### config.mk
export PLATFORM = sky130hd
export DESIGN_NAME = quoted_string_config_lexer
export DESIGN_NICKNAME = d
export VERILOG_FILES = /design/src/rtl/qscl_pkg.sv /design/src/rtl/qscl_lexer.sv /design/src/rtl/qscl_res_fifo.sv /design/src/rtl/quoted_string_config_lexer.sv
export SDC_FILE = /design/constraint.sdc
export NUM_CORES = 1
export LEC_CHECK = 0
export ABC_CLOCK_PERIOD_IN_PS = 4250
export BUFFER_PORTS_ARGS = -buffer_cell sky130_fd_sc_hd__buf_2
export CAP_MARGIN = 5
export CORE_AREA = 2 2 121 123
export CTS_CLUSTER_SIZE = 30
export DETAILED_ROUTE_END_ITERATION = 8
export DIE_AREA = 0 0 123 125
export PLACE_DENSITY = 0.79
export SLEW_MARGIN = 10
export SYNTH_ARGS = -nofsm -noshare
export SYNTH_HDL_FRONTEND = slang
export SYNTH_SLANG_ARGS = --single-unit
### constraint.sdc
create_clock -name clk -period 4.25 [get_ports clk]
set_input_delay 0.85 -clock clk [delete_from_list [all_inputs] [get_ports clk]]
set_output_delay 0.85 -clock clk [all_outputs]
set_load 0.03 [all_outputs]
### src/rtl/qscl_pkg.sv
// qscl_pkg: shared types, character codes and a hex-digit helper for the quoted-string lexer
// no dependencies; imported by every module of the block

package qscl_pkg;

    localparam int LINE_BITS_DEFAULT = 16;
    localparam int RES_DEPTH         = 4;

    typedef enum logic [2:0] {
        KIND_OPEN    = 3'd0,
        KIND_CLOSE   = 3'd1,
        KIND_NEWLINE = 3'd2,
        KIND_BYTE    = 3'd3,
        KIND_STREND  = 3'd4,
        KIND_ERROR   = 3'd5
    } kind_t;

    typedef enum logic [1:0] {
        ERR_NONE     = 2'd0,
        ERR_NEWLINE  = 2'd1,
        ERR_UNCLOSED = 2'd2
    } err_code_t;

    typedef enum logic [2:0] {
        MODE_OUT  = 3'd0,
        MODE_STR  = 3'd1,
        MODE_ESC  = 3'd2,
        MODE_HEX1 = 3'd3,
        MODE_HEX2 = 3'd4,
        MODE_SKIP = 3'd5
    } mode_t;

    localparam logic [7:0] CH_TAB    = 8'h09;
    localparam logic [7:0] CH_LF     = 8'h0a;
    localparam logic [7:0] CH_CR     = 8'h0d;
    localparam logic [7:0] CH_BS     = 8'h08;
    localparam logic [7:0] CH_QUOTE  = 8'h22;
    localparam logic [7:0] CH_BSLASH = 8'h5c;
    localparam logic [7:0] CH_LBRACE = 8'h7b;
    localparam logic [7:0] CH_RBRACE = 8'h7d;
    localparam logic [7:0] CH_LOW_T  = 8'h74;
    localparam logic [7:0] CH_LOW_N  = 8'h6e;
    localparam logic [7:0] CH_LOW_R  = 8'h72;
    localparam logic [7:0] CH_LOW_B  = 8'h62;
    localparam logic [7:0] CH_LOW_X  = 8'h78;

    typedef struct packed {
        logic [7:0] in_byte;
        logic       end_of_buffer;
    } in_item_t;

    typedef struct packed {
        kind_t      kind;
        logic [7:0] value;
        err_code_t  err_code;
        logic [15:0] line_number;
        logic       last_of_run;
    } out_item_t;

    typedef struct packed {
        logic [1:0] count;
        out_item_t  first;
        out_item_t  second;
    } lex_res_t;

    function automatic logic [3:0] hex_digit(input logic [7:0] c);
        logic [3:0] d;
        d = 4'd0;
        if (c >= 8'h30 && c <= 8'h39)
        begin
            d = 4'(c - 8'h30);
        end
        else if (c >= 8'h61 && c <= 8'h66)
        begin
            d = 4'(c - 8'h57);
        end
        else if (c >= 8'h41 && c <= 8'h46)
        begin
            d = 4'(c - 8'h37);
        end
        return d;
    endfunction

endpackage

### src/rtl/qscl_lexer.sv
// qscl_lexer: lexer state and per-byte decode into up to two results
// depends on qscl_pkg

module qscl_lexer #(
    parameter int LINE_BITS = qscl_pkg::LINE_BITS_DEFAULT
) (
    input  logic               clk,
    input  logic               rst_n,
    input  logic               advance,
    input  qscl_pkg::in_item_t cur,
    output qscl_pkg::lex_res_t res
);
    import qscl_pkg::*;

    mode_t                mode_reg, mode_next;
    logic [3:0]           hex_reg, hex_next;
    logic [LINE_BITS-1:0] line_reg, line_next;

    logic                 p_valid;
    out_item_t            p_item;
    logic                 e_valid;
    out_item_t            e_item;
    mode_t                mode_mid;
    logic [LINE_BITS-1:0] line_mid;
    logic [7:0]           c;

    always_ff @(posedge clk or negedge rst_n)
    begin
        if (!rst_n)
        begin
            mode_reg <= MODE_OUT;
            hex_reg  <= 4'd0;
            line_reg <= LINE_BITS'(1);
        end
        else if (advance)
        begin
            mode_reg <= mode_next;
            hex_reg  <= hex_next;
            line_reg <= line_next;
        end
    end

    always_comb
    begin
        c        = cur.in_byte;
        mode_mid = mode_reg;
        hex_next = hex_reg;
        line_mid = line_reg;
        p_valid  = 1'b0;
        p_item   = '{kind: KIND_BYTE, value: 8'd0, err_code: ERR_NONE,
                     line_number: 16'd0, last_of_run: 1'b0};

        unique case (mode_reg)
            MODE_OUT:
            begin
                if (c == CH_QUOTE)
                begin
                    mode_mid = MODE_STR;
                end
                else if (c == CH_LBRACE)
                begin
                    p_valid     = 1'b1;
                    p_item.kind = KIND_OPEN;
                end
                else if (c == CH_RBRACE)
                begin
                    p_valid     = 1'b1;
                    p_item.kind = KIND_CLOSE;
                end
                else if (c == CH_LF)
                begin
                    if (line_reg != '1)
                    begin
                        line_mid = line_reg + LINE_BITS'(1);
                    end
                    p_valid     = 1'b1;
                    p_item.kind = KIND_NEWLINE;
                end
            end
            MODE_STR:
            begin
                if (c == CH_BSLASH)
                begin
                    mode_mid = MODE_ESC;
                end
                else if (c == CH_QUOTE)
                begin
                    p_valid     = 1'b1;
                    p_item.kind = KIND_STREND;
                    mode_mid    = MODE_OUT;
                end
                else if (c == CH_LF || c == CH_CR)
                begin
                    p_valid         = 1'b1;
                    p_item.kind     = KIND_ERROR;
                    p_item.err_code = ERR_NEWLINE;
                    mode_mid        = MODE_SKIP;
                end
                else
                begin
                    p_valid      = 1'b1;
                    p_item.value = c;
                end
            end
            MODE_ESC:
            begin
                mode_mid = MODE_STR;
                p_valid  = 1'b1;
                if (c == CH_LOW_T)
                begin
                    p_item.value = CH_TAB;
                end
                else if (c == CH_LOW_N)
                begin
                    p_item.value = CH_LF;
                end
                else if (c == CH_LOW_R)
                begin
                    p_item.value = CH_CR;
                end
                else if (c == CH_LOW_B)
                begin
                    p_item.value = CH_BS;
                end
                else if (c == CH_LOW_X)
                begin
                    p_valid  = 1'b0;
                    mode_mid = MODE_HEX1;
                end
                else
                begin
                    p_item.value = c;
                end
            end
            MODE_HEX1:
            begin
                hex_next = hex_digit(c);
                mode_mid = MODE_HEX2;
            end
            MODE_HEX2:
            begin
                p_valid      = 1'b1;
                p_item.value = {hex_reg, hex_digit(c)};
                mode_mid     = MODE_STR;
            end
            MODE_SKIP:
            begin
            end
            default:
            begin
            end
        endcase

        p_item.line_number = 16'(line_mid);

        e_valid = 1'b0;
        e_item  = '{kind: KIND_ERROR, value: 8'd0, err_code: ERR_UNCLOSED,
                    line_number: 16'(line_mid), last_of_run: 1'b1};
        mode_next = mode_mid;
        line_next = line_mid;
        if (cur.end_of_buffer)
        begin
            e_valid   = (mode_mid == MODE_STR) || (mode_mid == MODE_ESC) ||
                        (mode_mid == MODE_HEX1) || (mode_mid == MODE_HEX2);
            mode_next = MODE_OUT;
            hex_next  = 4'd0;
            line_next = LINE_BITS'(1);
        end

        p_item.last_of_run = !e_valid;
        res.count  = {1'b0, p_valid} + {1'b0, e_valid};
        res.first  = p_valid ? p_item : e_item;
        res.second = e_item;
    end

endmodule

### src/rtl/qscl_res_fifo.sv
// qscl_res_fifo: small result queue taking up to two results per cycle
// depends on qscl_pkg

module qscl_res_fifo (
    input  logic                clk,
    input  logic                rst_n,
    input  logic                push,
    input  qscl_pkg::lex_res_t  res,
    output logic                room,
    output logic                result_valid,
    input  logic                result_ready,
    output qscl_pkg::out_item_t result
);
    import qscl_pkg::*;

    localparam int PTR_BITS = $clog2(RES_DEPTH);
    localparam int CNT_BITS = $clog2(RES_DEPTH + 1);

    out_item_t             mem [RES_DEPTH];
    logic [PTR_BITS-1:0]   wr_ptr_reg, wr_ptr_next;
    logic [PTR_BITS-1:0]   rd_ptr_reg, rd_ptr_next;
    logic [CNT_BITS-1:0]   count_reg, count_next;
    logic [1:0]            n_push;
    logic                  pop;

    assign n_push       = push ? res.count : 2'd0;
    assign pop          = result_valid && result_ready;
    assign result_valid = (count_reg != '0);
    assign result       = mem[rd_ptr_reg];
    assign room         = (count_reg <= CNT_BITS'(RES_DEPTH - 2));

    always_comb
    begin
        wr_ptr_next = wr_ptr_reg + PTR_BITS'(n_push);
        rd_ptr_next = rd_ptr_reg + PTR_BITS'(pop);
        count_next  = count_reg + CNT_BITS'(n_push) - CNT_BITS'(pop);
    end

    always_ff @(posedge clk)
    begin
        if (n_push != 2'd0)
        begin
            mem[wr_ptr_reg] <= res.first;
        end
        if (n_push == 2'd2)
        begin
            mem[wr_ptr_reg + PTR_BITS'(1)] <= res.second;
        end
    end

    always_ff @(posedge clk or negedge rst_n)
    begin
        if (!rst_n)
        begin
            wr_ptr_reg <= '0;
            rd_ptr_reg <= '0;
            count_reg  <= '0;
        end
        else
        begin
            wr_ptr_reg <= wr_ptr_next;
            rd_ptr_reg <= rd_ptr_next;
            count_reg  <= count_next;
        end
    end

endmodule

### src/rtl/quoted_string_config_lexer.sv
// Quoted-string lexer for brace-structured configuration text. One text byte
// is taken per cycle on the item channel while the input register can advance;
// it passes an input register and combinational decode against the lexer
// state and lands in a four-entry result queue; each byte leaves at most two
// results. The input register advances while the queue holds two results or
// fewer, so the sustained rate is one byte per cycle as long as results are
// drained at least as fast as they are made. Line numbers count from 1 and
// restart at each buffer end.
// depends on qscl_pkg, qscl_lexer, qscl_res_fifo

module quoted_string_config_lexer #(
    parameter int LINE_BITS = qscl_pkg::LINE_BITS_DEFAULT
) (
    input  logic                clk,
    input  logic                rst_n,
    input  logic                item_valid,
    output logic                item_ready,
    input  qscl_pkg::in_item_t  item,
    output logic                result_valid,
    input  logic                result_ready,
    output qscl_pkg::out_item_t result
);
    import qscl_pkg::*;

    logic      in_valid_reg, in_valid_next;
    in_item_t  in_item_reg;
    logic      room;
    logic      advance;
    lex_res_t  res;

    assign advance       = in_valid_reg && room;
    assign item_ready    = !in_valid_reg || advance;
    assign in_valid_next = (item_valid && item_ready) ? 1'b1 :
                           (advance ? 1'b0 : in_valid_reg);

    always_ff @(posedge clk or negedge rst_n)
    begin
        if (!rst_n)
        begin
            in_valid_reg <= 1'b0;
        end
        else
        begin
            in_valid_reg <= in_valid_next;
        end
    end

    always_ff @(posedge clk)
    begin
        if (item_valid && item_ready)
        begin
            in_item_reg <= item;
        end
    end

    qscl_lexer #(
        .LINE_BITS(LINE_BITS)
    ) u_lexer (
        .clk     (clk),
        .rst_n   (rst_n),
        .advance (advance),
        .cur     (in_item_reg),
        .res     (res)
    );

    qscl_res_fifo u_fifo (
        .clk          (clk),
        .rst_n        (rst_n),
        .push         (advance),
        .res          (res),
        .room         (room),
        .result_valid (result_valid),
        .result_ready (result_ready),
        .result       (result)
    );

endmodule

; ---- After elaboration in Yosys (flattened, before gate mapping)
; Memory sizes are Yosys's and may differ from the RTL's.
; Cells that the tools add are included.
[classes]
addsub = 10
n_lt_le_gt_ge = 7
eq_ne = 21
mux = 61
reduce_logical = 19
[ops]
columns = cell, n
row1 = 2-to-1 mux 16 bit, 7
row2 = equality test 8 x 7 -> 1 bit (second input constant), 8
row3 = 2-to-1 mux 8 bit, 6
row4 = 2-to-1 mux 3 bit, 13
row5 = 2-to-1 mux 30 bit, 1
row6 = one-hot mux 8 bit (3 select lines), 1
row7 = 2-to-1 mux 4 bit, 5
row8 = 2-to-1 mux 1 bit, 19
row9 = adder 16 x 1 -> 16 bit (second input constant), 1
row10 = equality test 8 x 4 -> 1 bit (second input constant), 2
row11 = greater-or-equal comparator 8 x 7 -> 1 bit (second input constant), 2
row12 = less-or-equal comparator 8 x 7 -> 1 bit (second input constant), 2
row13 = != test 16 bit (second input constant), 1
row14 = one-hot mux 3 bit (5 select lines), 1
row15 = 2-to-1 mux 13 bit, 1
row16 = equality test 3 x 2 -> 1 bit (second input constant), 4
row17 = 2-to-1 mux 10 bit, 1
row18 = equality test 8 x 6 -> 1 bit (second input constant), 1
row19 = greater-or-equal comparator 8 x 6 -> 1 bit (second input constant), 1
row20 = less-or-equal comparator 8 x 6 -> 1 bit (second input constant), 1
row21 = 2-to-1 mux 2 bit, 4
row22 = subtractor 4 x 3 -> 4 bit (second input constant), 2
row23 = equality test 3 x 1 -> 1 bit (second input constant), 2
row24 = equality test 3 bit (second input constant), 2
row25 = other kinds (18), 30
[totals]
register_bits = 40
ram_bits = 120
inputBits = 13
out_inout_bits = 32
elab_cells = 128
n_memories = 1
[mem_list]
columns = memory, words, width, rd, rd_ports_with_merged_regs, wr, line
row1 = u_fifo.mem, 4, 30, 1, 0, 2, qscl_res_fifo.sv:19  ; out_item_t mem [RES_DEPTH];

; ---- Logic depth before layout (Yosys ltp)
; Gate-level depths: netlist of the first run.
[logic_depth]
depth_word = 17
mapped_depth = 17
ltp_nobuf = 16

; ---- Modules after synthesis
; Synthesis of the first run repeated with hierarchy kept, for this count alone.
[hier_totals]
hier_cells = 683
hier_area_um2 = 9381.5
[modules_own_cells]
columns = mod, n_inst, cells_each, area_per_inst_um2, seq_area_each_um2
row1 = qscl_res_fifo, 1, 335, 6309.8, 3778.6
row2 = qscl_lexer, 1, 334, 2741.4, 576.8
row3 = quoted_string_config_lexer, 1, 14, 330.3, 295.3

; ---- Least setup slack after synthesis of the first run
; Ideal clock, no wire load.
[synth_path]
path_type = register to register
start = reg in_item_reg[1] (netlist bit)
end = mem u_fifo.mem[2][10] (netlist bit), enable pin
setup_time_ns = 0.374
arrival_time_ns = 3.354
required_ns = 3.876
setup_slack_ns = 0.522
stages_incl_launch_ff = 15
n_path_buf = 1
synth_period_minus_slack_ns = 3.728
path_cell_list = edfxtp_1 > inv_1 > ha_1 > nand3_1 > o31ai_1 > o2bb2ai_1 > nor2_1 > nor2_1 > o21a_1 > ha_1 > nand2b_1 > or2_2 > a21o_1 > clkbuf_1 > inv_1
[synth_lines]
columns = item, line
row1 = start: declaration, quoted_string_config_lexer.sv:26  ; in_item_t in_item_reg;
row2 = start signal: assignment, quoted_string_config_lexer.sv:52  ; in_item_reg <= item;
row3 = end: declaration, qscl_res_fifo.sv:19

==> results of run 1 <==
-- layout by cell type (no fill, tap or decap), types with 3 or more instances in the layout --
cell type,instances
and3_1,6
clkinv_2,3
nand4_1,7
o2bb2ai_1,6
a21oi_1,33
a22oi_1,4
nand2b_1,13
xor2_1,10
o22a_1,4
a22o_1,18
and2_1,10
nand3_1,13
ha_1,12
or3_1,6
nand2_1,70
mux4_2,30
clkbuf_16,17
dfrtp_1,29
a31oi_1,6
o221ai_1,3
inv_1,15
o31ai_1,9
nor2_1,99
o22ai_1,3
buf_2,44
mux2i_1,4
edfxtp_1,73
nor2b_1,3
xnor2_1,8
nor3_1,11
o21ai_0,40
buf_4,18
dfxtp_1,56
-- metrics by stage --
step | instances | hold slack (ps)
floorplan | 683 | 420
CTS | 923 | 458
global placement | 891 | 428
global route | 923 | 483
finish | 923 | 456
detailed placement | 891 | 442
-- tightest hold or removal path, cell delays in order, from the launching register on --
cell	delay (ps)
dfxtp_1	330
nand2_1	40
o21ai_0	50
-- cells in the mapped netlist (all sizes together), types with 3 or more instances --
cell / count
xnor2: 8
nand2: 70
nand2b: 13
nor2: 101
buf: 17
dfrtp: 30
nand4: 7
nand3: 14
dfxtp: 56
o2bb2ai: 6
a21oi: 34
o22a: 4
or3: 6
a31oi: 6
o21ai: 43
and3: 6
o22ai: 3
mux4: 30
ha: 12
inv: 15
edfxtp: 73
nor2b: 3
nor3: 12
and2: 10
o221ai: 3
a22o: 18
a22oi: 4
o31ai: 9
mux2i: 4
nor3b: 3
clkbuf: 21
xor2: 10
-- cell families after synthesis --
group | after synthesis
AND/OR/NAND/NOR | 259
XOR/XNOR | 18
buffers and inverters | 53
flip-flops | 160
AO/OA/AOI/OAI | 145
adder cells (fa/ha/maj) | 13
multiplexers | 35
-- final cells by class --
type	count	area [sq um]	area share, %
tap	184	230	2.68
timing repair buffer	62	355	4.14
sequential	160	4090	47.7
clock buffer	17	425	4.96
inverter	15	56.3	0.656
clock inverter	15	134	1.56
multi-input combinational	470	3290	38.3
-- path summary, 6_finish.rpt --
kind | start | endpoint | slack (ps) | cells past startpoint
max in group asynchronous | rst_n | u_fifo.rd_ptr_reg[0]$_DFF_PN0_ | 3270 | 1
min reg2reg | u_fifo.mem[0][17]$_SDFFE_PP0P_ | u_fifo.mem[0][17]$_SDFFE_PP0P_ | 460 | 2
max | in_item_reg[1]$_DFFE_PP_ | u_fifo.mem[0][1]$_DFFE_PP_ | 430 | 14
max reg2reg | in_item_reg[1]$_DFFE_PP_ | u_fifo.mem[0][1]$_DFFE_PP_ | 430 | 14
min | u_fifo.mem[0][17]$_SDFFE_PP0P_ | u_fifo.mem[0][17]$_SDFFE_PP0P_ | 460 | 2
min in group asynchronous | rst_n | u_lexer.line_reg[14]$_DFFE_PN0P_ | 470 | 1
-- power by group --
part           internal [mW]  switching, mW
Combinational          0.412          0.636
Clock                  0.813          0.640
Sequential              1.71          0.204
-- metal layers --
metal | GRT usage (%) | wire, um | vias up | share of wire (%)
li1 | - | - | 2595 | -
met1 | 33.0 | 7470 | 2812 | 42
met2 | 38.3 | 8590 | 256 | 49
met3 | 6.75 | 1190 | 34 | 6.8
met4 | 9.49 | 413 | 0 | 2.3
met5 | 0 | 0 | - | 0
==> reports/qor.yml, run 1 <==
cts:
  cts_tree: "done"
  htreeDepth: 4
  clk_pin_slew_worst_paths_ps: 70
  cts_resized: 0
  cts_buffer_depth: 2
  cts_setup_buffers: 0
  clock_sinks: 160
  cts_made_buffers: 17
  clk_latency_ps: 430
  cts-root-buf: "clkbuf_16"
  hold_buffers: 0
cells_and_area:
  n_fill_cell: 1103
  layout.nets: 752
  drive_above_1_share_pct: 19.1
  largest_register_ffs: 120
  area_growth_pct: 13.0
  diodes: 0
  postLayoutCoreUtil_pct: 60.4
  final_area_sq_um: 8580
sta:
  fin_skew_ps: 8.05
  finalSetupTns_ps: 0
  drv_slew: 0
  hold_viol_final: 0
  rsz0062_at_grt: "false"
  fmaxAchievable_mhz: 262
  setup_ws_ps: 430
  worst_pin_slew_ps: 1100
  period_share_pct: 89.9
  relSlewSlack_pct: 27.0
  period_minus_slack_ps: 3820
  setup_viol: 0
floorplanning:
  die_area_sq_um: 15400
  start_util_pct: 53.5
  die_w_um: 123
  fp.dieH_um: 125
  row_count: 44
  ioPinCount: 45
  core_sq_um: 14200
synth:
  synth.area.top_cells: "edfxtp_1 (29%), dfxtp_1 (15%), dfrtp_1 (9.9%), mux4_2 (8.9%), nor2_1 (4.9%)"
  synth_top_family_by_area: "simple AND/OR/NAND/NOR gates"
  yosys_warnings: 0
  async_reset_ff_share_pct: 19.4
  synth-main-ff-cell: "edfxtp_1"
  netlist_area_sq_um: 7590
  yosys.area.top_type: "edfxtp_1"
  synth_adder_area_share_pct: 2.24
  synth_mux_area_share_pct: 9.57
  synth_compound_area_share_pct: 12.8
  synth_area_per_cell_sq_um: 11.1
  postSynthCellCount: 683
  synth_edf_count: 73
  synthSimpleGateAreaFrac_pct: 16.5
  synth-xor-area-share_pct: 2.08
  synth_cell_type_count: 69
  yosys.area.top_type_share_pct: 28.9
  synth_seq_area_share_pct: 53.9
  yosys_register_bits: 160
  synth_fp_nets: 709
worst_setup_path:
  cp_slowest_stage_delay_ps: 480
  path_buf_inv: 2
  cp_slowest_cell: "o31ai_1"
  end_kind: "flip-flop"
  arrival_ps: 3970
  crit_chain: "inv_1, ha_1, nand3_1, o31ai_1, o2bb2ai_1, nor2_1, nor2_1, o21a_1, ha_1, nor2_1, nor3_1, o21ai_2, buf_4, nor2_1"
  cp_max_fo: 18
  critPathRequiredTime_ps: 4400
  crit_family: "compound AO/OA/AOI/OAI gates"
  crit_type: "flip-flop to flip-flop"
  start_kind: "flip-flop"
  crit_top_cell: "nor2_1"
route:
  avgRoutedWirePerCell_um: 19.1
  vias: 5697
  drtIter0Drc: 718
  ant_nets: 0
  drt-total-wl_mm: 17.7
  avgViaCountPerCell: 6.17
  drt-pass1-iter-count: 6
  drc_errors: 0
grt:
  grt_pass1_wl_mm: 29.1
  grt_pass1_vias: 5714
  grt_max_degree: 32
  antenna_found_initial: 0
  track_usage_pct: 24.6
  grt.overflow.total: 0
pwr:
  finalPower_mw: 4.41
  max-vdd-ir-drop_uv: 298
  power.density_nw_per_um2: 514
  leakagePower_nw: 3.14
placement:
  placed_cell_area_sq_um: 8020
  gp_congestion: 0.867
  preCtsSetupSlack_ps: 513
  port_buffers: 44
  dpl.hpwl_mm: 12.2
run_status:
  outcome: "completed"
hold_path:
  hold_path_class: "flip-flop to flip-flop"
job:
  max_cap_viol_count: 0
Power figures use the tool's default switching activity.
==> run 2: changes to the inputs <==
--- a/config.mk
+++ b/config.mk
@@ -8,10 +8,10 @@
 export ABC_CLOCK_PERIOD_IN_PS = 4250
 export BUFFER_PORTS_ARGS = -buffer_cell sky130_fd_sc_hd__buf_2
 export CAP_MARGIN = 5
-export CORE_AREA = 2 2 121 123
+export CORE_AREA = 2 2 127 117
 export CTS_CLUSTER_SIZE = 30
 export DETAILED_ROUTE_END_ITERATION = 8
-export DIE_AREA = 0 0 123 125
+export DIE_AREA = 0 0 129 119
 export PLACE_DENSITY = 0.79
 export SLEW_MARGIN = 10
 export SYNTH_ARGS = -nofsm -noshare
==> run 2 against run 1 <==
- wire length rose by 0.57%
- first-iteration DRC count fell by 12%
- maximum frequency fell by 0.89%
- via count fell by 0.12%
- clock power rose by 4%
==> reports/qor.yml, run 2 (synthesis gave the netlist of run 1 again) <==
grt:
  grtUsageMet2_pct: 38.2
  antenna_found_initial: 0
  grt_max_degree: 32
  grt_util_met3_pct: 4.99
  grt_pass1_vias: 5513
  grt.overflow.total: 0
  grt_pass1_wl_mm: 28.4
  top_usage_layer: "met2"
  track_usage_pct: 24.2
  use_met1_pct: 33.1
cts:
  cts_resized: 0
  cts_setup_buffers: 0
  cts_buffer_depth: 2
  cts-root-buf: "clkbuf_16"
  cts_made_buffers: 17
  cts_tree: "done"
  hold_buffers: 0
  clk_latency_ps: 430
  clock_sinks: 160
  htreeDepth: 4
  clk_pin_slew_worst_paths_ps: 60
route:
  avgRoutedWirePerCell_um: 19.0
  drt-total-wl_mm: 17.8
  ant_nets: 0
  drtIter0Drc: 629
  drt-pass1-iter-count: 5
  avgViaCountPerCell: 6.09
  vias: 5690
  drc_errors: 0
sta:
  fmaxAchievable_mhz: 259
  drv_slew: 0
  worst_pin_slew_ps: 858
  setup_ws_ps: 396
  hold_viol_final: 0
  period_minus_slack_ps: 3850
  rsz0062_at_grt: "false"
  period_share_pct: 90.7
  relSlewSlack_pct: 41.3
  setup_viol: 0
  worst_hold_slack_ps: 455
  fin_skew_ps: 6.28
  finalSetupTns_ps: 0
worst_setup_path:
  cp_max_fo: 20
  arrival_ps: 3960
  start_kind: "flip-flop"
  crit_type: "flip-flop to flip-flop"
  r2r_cells: 13
  critPathRequiredTime_ps: 4360
  end_kind: "flip-flop"
pwr:
  leakagePower_nw: 3.13
  max-vdd-ir-drop_uv: 341
  power.density_nw_per_um2: 520
cells_and_area:
  diodes: 0
  largest_register_ffs: 120
  layout.nets: 750
  final_area_sq_um: 8620
  layout_common_cells: "nor2_1 (99), edfxtp_1 (73), nand2_1 (70), dfxtp_1 (56), buf_2 (44)"
  drive_above_1_share_pct: 19.0
  layout_commonest_cell: "nor2_1"
  area_growth_pct: 13.6
job:
  max_cap_viol_count: 0
hold_path:
  holdPathStages: 2
  hold_path_class: "flip-flop to flip-flop"
placement:
  port_buffers: 44
  dpl.hpwl_mm: 12.3
  placed_cell_area_sq_um: 8040
  preCtsSetupSlack_ps: 362
  gp_congestion: 0.901
floorplanning:
  die_w_um: 129
  row_count: 42
  ioPinCount: 45
  die_area_sq_um: 15400
  start_util_pct: 53.3
  core_sq_um: 14200
  fp.dieH_um: 119
run_status:
  outcome: "completed"
-- run 2: cell types whose count changed in the layout (fill, tap and decap cells not counted), sizes merged --
cell      before  now
clkinv         6    1
clkinvlp       2    5
buf           62   60
bufinv         1    2
clkbuf        17   18
-- run 2: layout make-up --
cell class	count	area, sq um
Clock buffer	18	429
Clock inverter	14	153
Fill cell	1119	5620
Inverter	15	56.3
Multi-Input combinational cell	470	3290
Sequential cell	160	4090
Tap cell	198	248
Timing Repair Buffer	60	353
-- run 2: worst paths after layout --
check	startpoint	end	slack [ps]
max	in_item_reg[1]$_DFFE_PP_	u_fifo.mem[2][15]$_DFFE_PP_	400
min	u_fifo.mem[1][25]$_SDFFE_PP0N_	u_fifo.mem[1][25]$_SDFFE_PP0N_	460
max reg2reg	in_item_reg[1]$_DFFE_PP_	u_fifo.mem[2][15]$_DFFE_PP_	400
min reg2reg	u_fifo.mem[1][25]$_SDFFE_PP0N_	u_fifo.mem[1][25]$_SDFFE_PP0N_	460
max in group asynchronous	rst_n	u_fifo.rd_ptr_reg[0]$_DFF_PN0_	3260
min in group asynchronous	rst_n	u_lexer.line_reg[9]$_DFFE_PN0P_	480
-- run 2: critical path, stage by stage, from the launching register on --
cell	delay, ps
edfxtp_1	480
inv_1	160
ha_1	270
nand3_1	170
or3_1	380
o221ai_1	270
nor3_1	120
o21a_1	210
ha_1	340
nand2b_1	190
or2_2	310
a21o_1	250
inv_1	80
buf_4	280
-- run 2: through the flow --
step                cells  utilization [%]  power [mW]
global route          935             60.5        4.65
floorplan             683                -        2.71
finish                935             60.5        4.48
CTS                   935             60.5        4.50
detailed placement    903             56.4        3.00
global placement      903             56.4        2.97
-- run 2: metal layers --
metal | vias up | share of wire [%] | wire (um)
met5 | - | 0 | 0
met4 | 0 | 2.6 | 461
met3 | 41 | 6.9 | 1230
met2 | 253 | 48 | 8480
met1 | 2797 | 43 | 7590
li1 | 2599 | - | -
-- run 2: power breakdown --
group / internal [mW] / switching (mW)
Clock: 0.872 / 0.640
Combinational: 0.417 / 0.667
Sequential: 1.71 / 0.179
